==> config.mk <==
export PLATFORM = sky130hd
export DESIGN_NAME = binary_angle_atan2_flat
export DESIGN_NICKNAME = d
export VERILOG_FILES = /design/src/design/baa_pkg.sv /design/src/design/baa_req_if.sv /design/src/design/baa_rsp_if.sv /design/src/design/binary_angle_atan2.sv /design/src/flat_wrapper.sv
export SDC_FILE = /design/constraint.sdc
export NUM_CORES = 1
export LEC_CHECK = 0
export ABC_AREA = 1
export BUFFER_PORTS_ARGS = -buffer_cell sky130_fd_sc_hd__buf_2
export CAP_MARGIN = 20
export CORE_ASPECT_RATIO = 1.4
export CORE_MARGIN = 2
export CORE_UTILIZATION = 58
export DETAILED_ROUTE_END_ITERATION = 7
export PLACE_DENSITY_LB_ADDON = 0.2
export SETUP_SLACK_MARGIN = 0.2
export SLEW_MARGIN = 30
export SYNTH_ARGS = -nofsm -noshare
export SYNTH_HDL_FRONTEND = slang
export SYNTH_SLANG_ARGS = --single-unit
==> constraint.sdc <==
create_clock -name clock -period 12.5 [get_ports clock]
set_input_delay 0 -clock clock [delete_from_list [all_inputs] [get_ports clock]]
set_output_delay 0 -clock clock [all_outputs]
set_load 0.05 [all_outputs]
==> src/design/baa_pkg.sv <==
`timescale 1ns / 1ps

package baa_pkg;

   // Result width and quotient bits of the ratio divider
   localparam int ANGLE_BITS = 8;
   localparam int QUO_BITS   = 8;

   // Binary angle constants
   localparam logic [ANGLE_BITS-1:0] ANG_ZERO    = 8'h00;
   localparam logic [ANGLE_BITS-1:0] ANG_EIGHTH  = 8'h20;
   localparam logic [ANGLE_BITS-1:0] ANG_QUARTER = 8'h40;
   localparam logic [ANGLE_BITS-1:0] ANG_HALF    = 8'h80;

   // Arctangent table, octant part: ROM[r] = floor(atan(r/256)*128/pi), 0..31
   localparam int ROM_BITS   = 5;
   localparam int STEP_COUNT = 31;

   // Smallest ratio at which the table value reaches k, k = 1..31
   localparam logic [QUO_BITS-1:0] ATAN_STEPS [STEP_COUNT] = '{
      8'd7,   8'd13,  8'd19,  8'd26,  8'd32,  8'd38,  8'd45,  8'd51,
      8'd58,  8'd65,  8'd71,  8'd78,  8'd85,  8'd92,  8'd99,  8'd107,
      8'd114, 8'd122, 8'd129, 8'd137, 8'd146, 8'd154, 8'd163, 8'd172,
      8'd181, 8'd190, 8'd200, 8'd211, 8'd221, 8'd233, 8'd244
   };

   // Constant 256 x 5 table, expressed through its step points
   function automatic logic [ROM_BITS-1:0] atan_rom(input logic [QUO_BITS-1:0] ratio);
      logic [ROM_BITS-1:0] val;
      val = '0;
      for (int k = 0; k < STEP_COUNT; k++) begin
         if (ratio >= ATAN_STEPS[k]) begin
            val = val + ROM_BITS'(1);
         end
      end
      return val;
   endfunction

endpackage

==> src/design/baa_req_if.sv <==
`timescale 1ns / 1ps

// Vector transaction channel
interface baa_req_if #(
   parameter int COORD_BITS = 16
) ();
   logic                         valid;
   logic                         ready;
   logic signed [COORD_BITS-1:0] vec_x;
   logic signed [COORD_BITS-1:0] vec_y;

   modport source (output valid, output vec_x, output vec_y, input ready);
   modport sink   (input valid, input vec_x, input vec_y, output ready);
endinterface

==> src/design/baa_rsp_if.sv <==
`timescale 1ns / 1ps

// Angle transaction channel
interface baa_rsp_if ();
   logic       valid;
   logic       ready;
   logic [7:0] angle;

   modport source (output valid, output angle, input ready);
   modport sink   (input valid, input angle, output ready);
endinterface

==> src/design/binary_angle_atan2.sv <==
`timescale 1ns / 1ps
// Each accepted vector moves through the stages below in order; its angle leaves from the mirror stage.
// Throughput: one transaction per clock; prep stage, 8 divider stages (one quotient
// bit each), table stage and mirror stage. Empty stages fill up while the output stalls.
// Reset: synchronous, active high; clears all stage valid bits, data is not reset.
module binary_angle_atan2 #(
   parameter int COORD_BITS = 16
) (
   input logic         clock,
   input logic         reset,
   baa_req_if.sink     req_ch,
   baa_rsp_if.source   rsp_ch
);
   import baa_pkg::*;

   localparam int W        = COORD_BITS;
   localparam int ROM_STG  = QUO_BITS + 1;
   localparam int LAST_STG = QUO_BITS + 2;
   localparam int NSTG     = QUO_BITS + 3;

   typedef struct packed {
      logic [W-1:0]          mag_hi;   // divisor: larger magnitude
      logic [W-1:0]          rem;
      logic [QUO_BITS-1:0]   quo;
      logic [ANGLE_BITS-1:0] oct;
      logic                  zero;
      logic                  xneg;
      logic                  yneg;     // negated y below zero
      logic                  ygt;      // |y| > |x|
      logic                  eq;
   } stage_type;

   stage_type        pipe_ff [NSTG];
   stage_type        pipe_in [NSTG];
   logic [NSTG-1:0]  vld_ff;
   logic [NSTG-1:0]  adv;

   // Per-stage advance: a stage moves when it is empty or the next one moves
   assign adv[NSTG-1] = !vld_ff[NSTG-1] || rsp_ch.ready;
   for (genvar i = 0; i < NSTG - 1; i++) begin : g_adv
      assign adv[i] = !vld_ff[i] || adv[i+1];
   end

   assign req_ch.ready = adv[0];
   assign rsp_ch.valid = vld_ff[NSTG-1];
   assign rsp_ch.angle = pipe_ff[NSTG-1].oct;

   // Valid bits
   always_ff @(posedge clock) begin
      if (reset) begin
         vld_ff <= '0;
      end else begin
         if (adv[0]) begin
            vld_ff[0] <= req_ch.valid;
         end
         for (int i = 1; i < NSTG; i++) begin
            if (adv[i]) begin
               vld_ff[i] <= vld_ff[i-1];
            end
         end
      end
   end

   // Stage data
   always_ff @(posedge clock) begin
      for (int i = 0; i < NSTG; i++) begin
         if (adv[i]) begin
            pipe_ff[i] <= pipe_in[i];
         end
      end
   end

   // Prep: negate y, magnitudes, compare and order the operands
   always_comb begin
      logic signed [W:0] sx;
      logic signed [W:0] sy;
      logic signed [W:0] ax_w;
      logic signed [W:0] ay_w;
      logic [W-1:0]      ax;
      logic [W-1:0]      ay;
      logic              lt;
      logic              gt;
      sx   = {req_ch.vec_x[W-1], req_ch.vec_x};
      sy   = {req_ch.vec_y[W-1], req_ch.vec_y};
      ax_w = sx[W] ? -sx : sx;
      ay_w = sy[W] ? -sy : sy;
      ax   = ax_w[W-1:0];
      ay   = ay_w[W-1:0];
      lt   = ay < ax;
      gt   = ay > ax;
      pipe_in[0]        = '0;
      pipe_in[0].mag_hi = lt ? ax : ay;
      pipe_in[0].rem    = lt ? ay : ax;
      pipe_in[0].zero   = (req_ch.vec_x == '0) && (req_ch.vec_y == '0);
      pipe_in[0].xneg   = req_ch.vec_x[W-1];
      pipe_in[0].yneg   = !req_ch.vec_y[W-1] && (req_ch.vec_y != '0);
      pipe_in[0].ygt    = gt;
      pipe_in[0].eq     = !lt && !gt;
   end

   // Restoring divider, one quotient bit per stage
   for (genvar k = 1; k <= QUO_BITS; k++) begin : g_div
      always_comb begin
         logic [W+1:0] rem2;
         logic [W+1:0] diff;
         rem2       = {1'b0, pipe_ff[k-1].rem, 1'b0};
         diff       = rem2 - {2'b00, pipe_ff[k-1].mag_hi};
         pipe_in[k] = pipe_ff[k-1];
         if (!diff[W+1]) begin
            pipe_in[k].rem = diff[W-1:0];
            pipe_in[k].quo = {pipe_ff[k-1].quo[QUO_BITS-2:0], 1'b1};
         end else begin
            pipe_in[k].rem = rem2[W-1:0];
            pipe_in[k].quo = {pipe_ff[k-1].quo[QUO_BITS-2:0], 1'b0};
         end
      end
   end

   // Table lookup and octant angle
   always_comb begin
      logic [ANGLE_BITS-1:0] rv;
      rv               = ANGLE_BITS'(atan_rom(pipe_ff[ROM_STG-1].quo));
      pipe_in[ROM_STG] = pipe_ff[ROM_STG-1];
      if (pipe_ff[ROM_STG-1].eq) begin
         pipe_in[ROM_STG].oct = ANG_EIGHTH;
      end else if (pipe_ff[ROM_STG-1].ygt) begin
         pipe_in[ROM_STG].oct = ANG_QUARTER - rv;
      end else begin
         pipe_in[ROM_STG].oct = rv;
      end
   end

   // Quadrant mirroring, zero vector override
   always_comb begin
      logic [ANGLE_BITS-1:0] v;
      v = pipe_ff[LAST_STG-1].oct;
      if (pipe_ff[LAST_STG-1].xneg) begin
         v = ANG_HALF - v;
      end
      if (pipe_ff[LAST_STG-1].yneg) begin
         v = ANG_ZERO - v;
      end
      if (pipe_ff[LAST_STG-1].zero) begin
         v = ANG_ZERO;
      end
      pipe_in[LAST_STG]     = pipe_ff[LAST_STG-1];
      pipe_in[LAST_STG].oct = v;
   end

endmodule

==> src/flat_wrapper.sv <==
// flat-port wrapper written by rule: the top's interface ports become plain ports
module binary_angle_atan2_flat import baa_pkg::*;
#(
   parameter int COORD_BITS = 16
)
  (clock, reset, req_ch_valid, req_ch_vec_x, req_ch_vec_y, req_ch_ready, rsp_ch_valid, rsp_ch_angle, rsp_ch_ready);
  baa_req_if #(.COORD_BITS(COORD_BITS)) req_ch_i ();
  baa_rsp_if rsp_ch_i ();
  input logic clock;
  input logic reset;
  input wire logic [$bits(req_ch_i.valid)-1:0] req_ch_valid;
  input wire logic [$bits(req_ch_i.vec_x)-1:0] req_ch_vec_x;
  input wire logic [$bits(req_ch_i.vec_y)-1:0] req_ch_vec_y;
  output wire logic [$bits(req_ch_i.ready)-1:0] req_ch_ready;
  output wire logic [$bits(rsp_ch_i.valid)-1:0] rsp_ch_valid;
  output wire logic [$bits(rsp_ch_i.angle)-1:0] rsp_ch_angle;
  input wire logic [$bits(rsp_ch_i.ready)-1:0] rsp_ch_ready;
  assign req_ch_i.valid = req_ch_valid;
  assign req_ch_i.vec_x = req_ch_vec_x;
  assign req_ch_i.vec_y = req_ch_vec_y;
  assign req_ch_ready = req_ch_i.ready;
  assign rsp_ch_valid = rsp_ch_i.valid;
  assign rsp_ch_angle = rsp_ch_i.angle;
  assign rsp_ch_i.ready = rsp_ch_ready;
  binary_angle_atan2 #(.COORD_BITS(COORD_BITS)) u_core (.clock(clock), .reset(reset), .req_ch(req_ch_i), .rsp_ch(rsp_ch_i));
endmodule
-- After elaboration in Yosys (flattened, before gate mapping)
Memory sizes are Yosys's and may differ from the RTL's.
Index checks and enable logic that the tools add are counted.
- register bits: 11
- RAM bits: 583
- input bits: 36
- output and inout port bits: 10
- word-level logic and storage cells: 189
- memories kept: 1
- add/sub/neg operators: 43
- $lt $le $gt $ge: 33
- multiplexer cells: 70
- reductions and logical operators: 31
- memory list (name ; depth ; bits a word ; rd ports ; clocked after Yosys merged registers in ; write ports ; RTL line ; RTL):
    u_core.pipe_ff ; 11 ; 53 ; 11 ; 0 ; 11 ; binary_angle_atan2.sv:33 ; stage_type pipe_ff [NSTG];
- operators with widths (operator ; count):
    24-bit 2-to-1 mux ; 8
    5-bit 2-to-1 mux ; 30
    5-bit by 1-bit adder with 5-bit output, second input constant ; 29
    17-bit by 16-bit subtractor with 18-bit output ; 8
    8-bit greater-or-equal comparator, second input constant ; 13
    8-bit by 7-bit greater-or-equal comparator with 1-bit output, second input constant ; 9
    16-bit 2-to-1 mux ; 4
    8-bit by 6-bit greater-or-equal comparator with 1-bit output, second input constant ; 5
    8-bit 2-to-1 mux ; 5
    16-bit zero test ; 2
    16-bit negation ; 2
    1-bit 2-to-1 mux ; 23
    8-bit by 5-bit greater-or-equal comparator with 1-bit output, second input constant ; 2
    16-bit > comparator ; 1
    16-bit less-than comparator ; 1
    16-bit nonzero test ; 1
    1-bit zero test ; 14
    1-bit logical OR ; 11
    8-bit by 3-bit greater-or-equal comparator with 1-bit output, second input constant ; 1
    8-bit by 4-bit greater-or-equal comparator with 1-bit output, second input constant ; 1
    1-bit by 8-bit subtractor with 8-bit output, first input constant ; 1
    7-bit by 5-bit subtractor with 8-bit output, first input constant ; 1
    8-bit subtractor, first input constant ; 1
    1-bit logical AND ; 3
    1-bit by 1-bit adder with 2-bit output, second input constant ; 1

-- Logic depth before layout (Yosys ltp)
Gate-level depths: netlist of the first run.
An unclocked memory read counts as a cell.
- word-level depth: 66
- gate-level depth with buffers: 107
- gate-level depth less buffers: 106

-- Worst setup path before layout of the first run
No wires, ideal clock.
- path kind: register to register
- from: memory u_core.pipe_ff[8][19] in the netlist's numbering
- to: memory u_core.pipe_ff[9][9] in the netlist's numbering, data pin
- setup time: 0.253 ns
- arrival: 13.277 ns
- required time: 12.247 ns
- slack: -1.029 ns
- cell stages (with the launch flop): 102
- buffers on the path: 0
- clock period less this slack: 13.529 ns
- cells stage by stage: edfxtp_1 nor2_4 nand2_4 nor2_2 nand2_1 inv_1 ha_1 inv_1 nand3_2 nand2_2 inv_1 ha_1 nand2_1 nand2_1 ha_1 or2_2 nand2_1 inv_1 [... 66 more ...] nand2_1 o21ai_1 ha_1 nand2_1 nand2_1 ha_1 nor2_1 o21bai_1 inv_1 ha_1 o21ai_0 ha_1 a21boi_0 nand3_2 nand2_1 nand2_1 nand2_1 nor2_1
- RTL lines (what ; RTL line):
    from (decl) ; binary_angle_atan2.sv:33

==> results.toml, run 1 <==
[grt]
busiest_layer = "met2"
grt_use_met1 = 0.191
grt_antenna_before_repair = 0
remaining_overflow_grt = 0
total_routing_resource_utilization_after_global_routing = 0.202
maximum_number_of_pins_on_one_net_before_global_route_repair = 46
first_global_vias = 17700
met2_usage = 0.434
global_route_wire_length_before_repair_mm = 71.7
gr-usage-met3 = 0.0225

[floorplan]
floorplan.die_area_mm2 = 0.0415
die_w_um = 173
dieHeight_um = 240
row_count = 86
core_mm2 = 0.0394
boundaryPins = 46
start_util = 0.587

[timing]
worst-slew-pin-transition_ns = 0.907
maximum_clock_skew_at_final_layout_ns = 0.0256
max_freq_mhz = 77.0
maxSlewViolCount = 0
hold_violations = 0
setup_violations = 6
final.period_utilization = 1.04
max-slew-margin-rel = 0.394
finalWorstSetupSlack_ns = -0.491
min_period_ns = 12.99
unrepaired_setup_endpoints_after_global_routing = "true"

[place]
dp_hpwl_mm = 31.7
dp_cell_count = 3266
dp_slack_ns = -0.679
gp_congestion = 0.827
portBuffers = 45

[finish]
number_of_diodes_added_for_antenna_fixing = 0
finish.cell_count_without_fillers = 3406
sequential_cell_area_mm2 = 0.0109
multiInputGateArea_mm2 = 0.0106
drive_above_1_share = 0.139
filler_cell_count = 2950
design.final.nets = 3066
flow.area_growth_from_synthesis_pct = 15.4
finish.utilization = 0.677

[synthesis]
largest_cells_by_area_after_synthesis = "sky130_fd_sc_hd__edfxtp_1 (46%), sky130_fd_sc_hd__ha_1 (9.2%), sky130_fd_sc_hd__nand2_1 (8.8%), sky130_fd_sc_hd__inv_1 (8.4%), sky130_fd_sc_hd__xor2_1 (4.1%)"
combinational_family_with_the_most_area_after_synthesis = "simple AND/OR/NAND/NOR gates"
area_fraction_in_compound_gates_after_synthesis = 0.0889
yosys_register_bits = 366
async_set_or_reset_register_ratio_after_synthesis = 0
post_synth.cell_area_avg_um2 = 8.69
synth_cell_type_count = 51
number_of_enable_type_register_cells_in_the_synthesized_netlist = 355
yosys_most_used_dff = "sky130_fd_sc_hd__edfxtp_1"
post_synth_fa_ha_maj_area_fraction = 0.0981
netlist_instances = 2660
synthesis.area_mm2 = 0.0231
synth_area_leader_cell = "sky130_fd_sc_hd__edfxtp_1"
most_instantiated_library_cell_after_synthesis = "sky130_fd_sc_hd__nand2_1"
yosys-top-cells-count = "sky130_fd_sc_hd__nand2_1 (545), sky130_fd_sc_hd__inv_1 (516), sky130_fd_sc_hd__edfxtp_1 (355)"
yosys.area_share.simple = 0.200
mappedNetlistNets = 2873
muxShareOfSynthArea = 0
yosysSeqAreaShare = 0.471
synthXorXnorAreaFrac = 0.0496
netlist.area_leader.share = 0.461
yosys_warnings = 0

[detailed_routing]
route.antenna.remaining_nets = 0
routed_via_density = 5.14
routed_wl_mm = 42.0
routed_wire_length_per_instance_um = 12.3
drt_iter0_markers = 929
drt-pass1-iter-count = 5
count_of_vias_placed_by_the_detailed_router = 17500
drc = 0

[worst_setup_path]
cp_slowest_cell = "sky130_fd_sc_hd__edfxtp_1"
cpMostUsedCell = "sky130_fd_sc_hd__nand2_2"
worst-endpoint-required_ns = 12.76
timing.critical_path.to_type = "flop"
arrival_ns = 13.25
worstSetupStartpointType = "flop"
delay_of_the_slowest_critical_path_stage_ns = 0.43
worstSetupPathType = "flop to flop"
critPathMaxFanout = 4

[status]
failing_checks = "setup timing"
status = "finished with violations"

[clock_network]
cts.sink_count = 366
clk_transition_reported_paths_ns = 0.06
ctsHtreeMaxLevel = 2
ctsRootBufferMaster = "sky130_fd_sc_hd__clkbuf_16"
cts_tree = "done"
cts_buffer_count = 35
clock_latency_ns = 0.53
cts_buffer_depth = 3

[min_path]
hold_path_class = "primary input to flop"

[run]
max_cap_viol = 0
==> routing by layer <==
layer,share of wire,wire [µm]
met5,0,0
met4,0.025,1060
met3,0.023,978
met2,0.58,24500
met1,0.37,15500
==> sequential cells by signal, summed over array words and instances, names as in the netlist <==
name            flops
u_core.pipe_ff    355
u_core.vld_ff      11
==> final timing paths <==
kind              cells after the start                            endpoint                       startpoint  slack (ns)
hold / removal                        4      u_core.vld_ff[10]$_SDFFE_PP0P_                     rsp_ch_ready        0.02
hold reg to reg                       0     u_core.pipe_ff[7][14]$_DFFE_PP_  u_core.pipe_ff[6][13]$_DFFE_PP_        0.41
setup reg to reg                    100  u_core.pipe_ff[9][9]$_SDFFCE_PP0P_  u_core.pipe_ff[8][20]$_DFFE_PP_       -0.49
setup / recovery                    100  u_core.pipe_ff[9][9]$_SDFFCE_PP0P_  u_core.pipe_ff[8][20]$_DFFE_PP_       -0.49
==> cells by family after synthesis <==
logic type,after synthesis
AND/OR/NAND/NOR,1042
buffers and inverters,564
AO/OA/AOI/OAI,380
flip-flops,366
adder cells (fa/ha/maj),177
XOR/XNOR,131
==> timing repair <==
item,4_1_cts,5_1_grt
setup endpoints to repair,6,6
gates resized for setup,14,77
pin swaps,31,67
hold endpoints to repair,40,0
setup buffers,20,21
hold buffers,37,0
==> per-stage QoR <==
step	area (µm²)	hold slack, ns	setup TNS [ns]
global placement	24500	0.251	-0.204
CTS	26200	0.00185	-2.21
detailed placement	24500	0.252	-3.15
global route	26700	0.0727	-7.24
floorplan	23200	0.0691	0
finish	26700	0.0217	-2.20
==> area by class of cell <==
cell class | instances | share of cell area
clock inverters | 16 | 0.00525
well taps | 528 | 0.0248
flip-flops and latches | 366 | 0.408
repair buffers | 191 | 0.0536
clock buffers | 46 | 0.0367
inverters | 529 | 0.0749
multi-input cells | 1730 | 0.397
==> critical path, delay by kind of cell, from the launching register on <==
| kind | cells | cell delay [ns] |
|---|---|---|
| buffers and inverters | 8 | 0.48 |
| flip-flops | 1 | 0.43 |
| AO/OA/AOI/OAI | 15 | 1.98 |
| adder cells (fa/ha/maj) | 18 | 4.53 |
| XOR/XNOR | 4 | 0.55 |
| AND/OR/NAND/NOR | 55 | 4.79 |
==> placed cells by master (no fill, tap or decap), drive strengths merged, types with 7 or more instances in the layout <==
master       instances
dlygate4sd3         37
buf                154
nor3                34
edfxtp             355
inv                526
nand3              156
o21bai              36
fa                   7
nor2               190
nand3b              21
ha                 170
o21ai              180
clkinv              17
clkbuf              46
and2                14
or2                  8
a21oi              141
xor2               107
nor4                 7
dfxtp               11
xnor2               24
nand2              602
Power of run 1 is not shown: default switching activity piles up to over one toggle a cycle in this logic, so the estimate is an artifact.
==> run 2: changes to the inputs <==
--- a/config.mk
+++ b/config.mk
@@ -10,7 +10,7 @@
 export CAP_MARGIN = 20
 export CORE_ASPECT_RATIO = 1.4
 export CORE_MARGIN = 2
-export CORE_UTILIZATION = 58
+export CORE_UTILIZATION = 30
 export DETAILED_ROUTE_END_ITERATION = 7
 export PLACE_DENSITY_LB_ADDON = 0.2
 export SETUP_SLACK_MARGIN = 0.2
==> run 2 against run 1 <==
  * The run still ends with setup timing left
  * Wire length increased by 1.7%
  * Non-clock buffer count rose by 43
  * Critical path depth up 1
  * Fmax down 0.18%
  * Clock-buffer cell count up 2
  * Via count decreased by 1.2%
  * Register-to-register slack worse by 0.02 ns
  * Die area up 91%
==> results.toml, run 2 (synthesized netlist as in run 1, its figures left out) <==
[finish]
largest_register = "u_core.pipe_ff"
largest_reg_flops = 355
biggest_registers_after_layout = "u_core.pipe_ff: 355 flops, u_core.vld_ff: 11 flops"
design.final.nets = 3110
sequential_cell_area_mm2 = 0.0109
layout.cells.most_common_list = "sky130_fd_sc_hd__inv_1 (502), sky130_fd_sc_hd__nand2_1 (465), sky130_fd_sc_hd__edfxtp_1 (355), sky130_fd_sc_hd__nor2_1 (175), sky130_fd_sc_hd__ha_1 (163)"
number_of_diodes_added_for_antenna_fixing = 0
drive_above_1_share = 0.182
most_common_cell_after_layout_fill_and_taps_aside = "sky130_fd_sc_hd__inv_1"
multiInputGateArea_mm2 = 0.0109
flow.area_growth_from_synthesis_pct = 20.3
filler_cell_count = 7644

[worst_setup_path]
cp_slowest_cell = "sky130_fd_sc_hd__edfxtp_1"
reg2reg_slack_ns = -0.51
endpoint = "u_core.pipe_ff[9][9]$_SDFFCE_PP0P_"
worst-endpoint-required_ns = 12.78
critical_path.reg2reg.startpoint = "u_core.pipe_ff[8][20]$_DFFE_PP_"
worst_r2r_path_depth = 101
cpMostUsedCell = "sky130_fd_sc_hd__nand2_1"
timing.critical_path.to_type = "flop"
arrival_ns = 13.30
cp-startpoint = "u_core.pipe_ff[8][20]$_DFFE_PP_"
worstSetupStartpointType = "flop"
critPathMaxFanout = 4
delay_of_the_slowest_critical_path_stage_ns = 0.43
r2r_end = "u_core.pipe_ff[9][9]$_SDFFCE_PP0P_"
worstSetupPathType = "flop to flop"

[timing]
max_freq_mhz = 76.8
worst-slew-pin-transition_ns = 0.828
finalWorstSetupSlack_ns = -0.514
unrepaired_setup_endpoints_after_global_routing = "true"
final.hold.worst_slack_ns = 0.00881
min_period_ns = 13.01
max-slew-margin-rel = 0.447
maximum_clock_skew_at_final_layout_ns = 0.0135
maxSlewViolCount = 0
hold_violations = 0
setup_violations = 6
final.period_utilization = 1.04

[clock_network]
cts.sink_count = 366
cts_buffer_count = 36
clock_latency_ns = 0.53
ctsRootBufferMaster = "sky130_fd_sc_hd__clkbuf_16"
clk_transition_reported_paths_ns = 0.06
cts_tree = "done"
cts_buffer_depth = 3
ctsHtreeMaxLevel = 2

[place]
gp_congestion = 0.855
dp_hpwl_mm = 33.3
portBuffers = 45

[detailed_routing]
route.antenna.remaining_nets = 0
routed_wire_length_per_instance_um = 11.0
drt-pass1-iter-count = 4
drt_iter0_markers = 458
routed_via_density = 4.44
drc = 0
routed_wl_mm = 42.7
count_of_vias_placed_by_the_detailed_router = 17300

[grt]
maximum_number_of_pins_on_one_net_before_global_route_repair = 47
remaining_overflow_grt = 0
grt_antenna_before_repair = 0
first_global_vias = 17800
total_routing_resource_utilization_after_global_routing = 0.109
global_route_wire_length_before_repair_mm = 74.1

[status]
failing_checks = "setup timing"
status = "finished with violations"

[floorplan]
die_w_um = 239
row_count = 120
floorplan.die_area_mm2 = 0.0793
dieHeight_um = 332
boundaryPins = 46
core_mm2 = 0.0764
start_util = 0.303

[min_path]
hold_path_class = "primary input to flop"
whs_path_depth = 3

[run]
max_cap_viol = 0
-- run 2: cell count changes in the layout (fill, tap and decap cells not counted), moves of 3 or more --
cell                            before  now
sky130_fd_sc_hd__nand3_1           133  106
sky130_fd_sc_hd__buf_4             105  158
sky130_fd_sc_hd__nor2_2             10    7
sky130_fd_sc_hd__nand2_1           513  465
sky130_fd_sc_hd__nand3_2            21   49
sky130_fd_sc_hd__nand2_4            16   19
sky130_fd_sc_hd__clkinv_1           11    8
sky130_fd_sc_hd__clkbuf_1            6    9
sky130_fd_sc_hd__dlygate4sd3_1      37   26
sky130_fd_sc_hd__nand2_2            73  118
-- run 2: stage by stage --
step	setup WS [ns]	setup TNS (ns)	cells	area, µm²	util
floorplan	0.117	0	2660	23200	-
global placement	-0.248	-0.686	3728	25200	0.330
detailed placement	-0.720	-3.64	3728	25200	0.330
CTS	-0.386	-1.82	3882	27400	0.358
global route	-1.36	-7.71	3896	27800	0.364
finish	-0.514	-2.72	3896	27800	0.364
-- run 2: area by class of cell --
class / count / share of cell area
Multi-Input combinational cell: 1730 / 0.391
Sequential cell: 366 / 0.391
Inverter: 529 / 0.0718
Timing Repair Buffer: 234 / 0.0621
Tap cell: 976 / 0.0439
Clock buffer: 48 / 0.0355
Clock inverter: 13 / 0.00432
-- run 2: worst max-delay path, delay by kind of cell, from the launching register on --
kind	cells	cell delay [ns]
AND/OR/NAND/NOR	49	4.13
AO/OA/AOI/OAI	15	1.79
adder cells (fa/ha/maj)	16	4.11
XOR/XNOR	6	0.89
buffers and inverters	15	1.44
flip-flops	1	0.43
-- run 2: worst min-delay path by stage --
| stage | slack (ns) | from | end |
|---|---|---|---|
| after CTS | 0.001 | req_ch_vec_x[8] | u_core.pipe_ff[0][29]$_DFFE_PP_ |
| after detailed placement | 0.26 | req_ch_valid | u_core.vld_ff[0]$_SDFFE_PP0P_ |
| final | 0.009 | req_ch_vec_y[12] | u_core.pipe_ff[0][2]$_DFFE_PP_ |
| after global routing | 0.01 | req_ch_vec_y[15] | u_core.pipe_ff[0][2]$_DFFE_PP_ |
| after global placement | 0.26 | req_ch_valid | u_core.vld_ff[0]$_SDFFE_PP0P_ |
| after floorplan | 0.07 | reset | u_core.vld_ff[0]$_SDFFE_PP0P_ |
-- run 2: metal layers --
metal,share of wire,track usage
met4,0.036,0.0469
met1,0.36,0.0977
met3,0.022,0.0133
met5,0,0
met2,0.58,0.232
-- run 2: what timing repair did --
item | in CTS | in global routing
hold buffers | 26 | 0
resized for setup | 77 | 95
pin swaps | 69 | 79
setup buffers | 67 | 14
setup endpoints to repair | 6 | 6
endpoints found under the hold margin | 35 | 0
Power of run 2 is left out for the same reason.
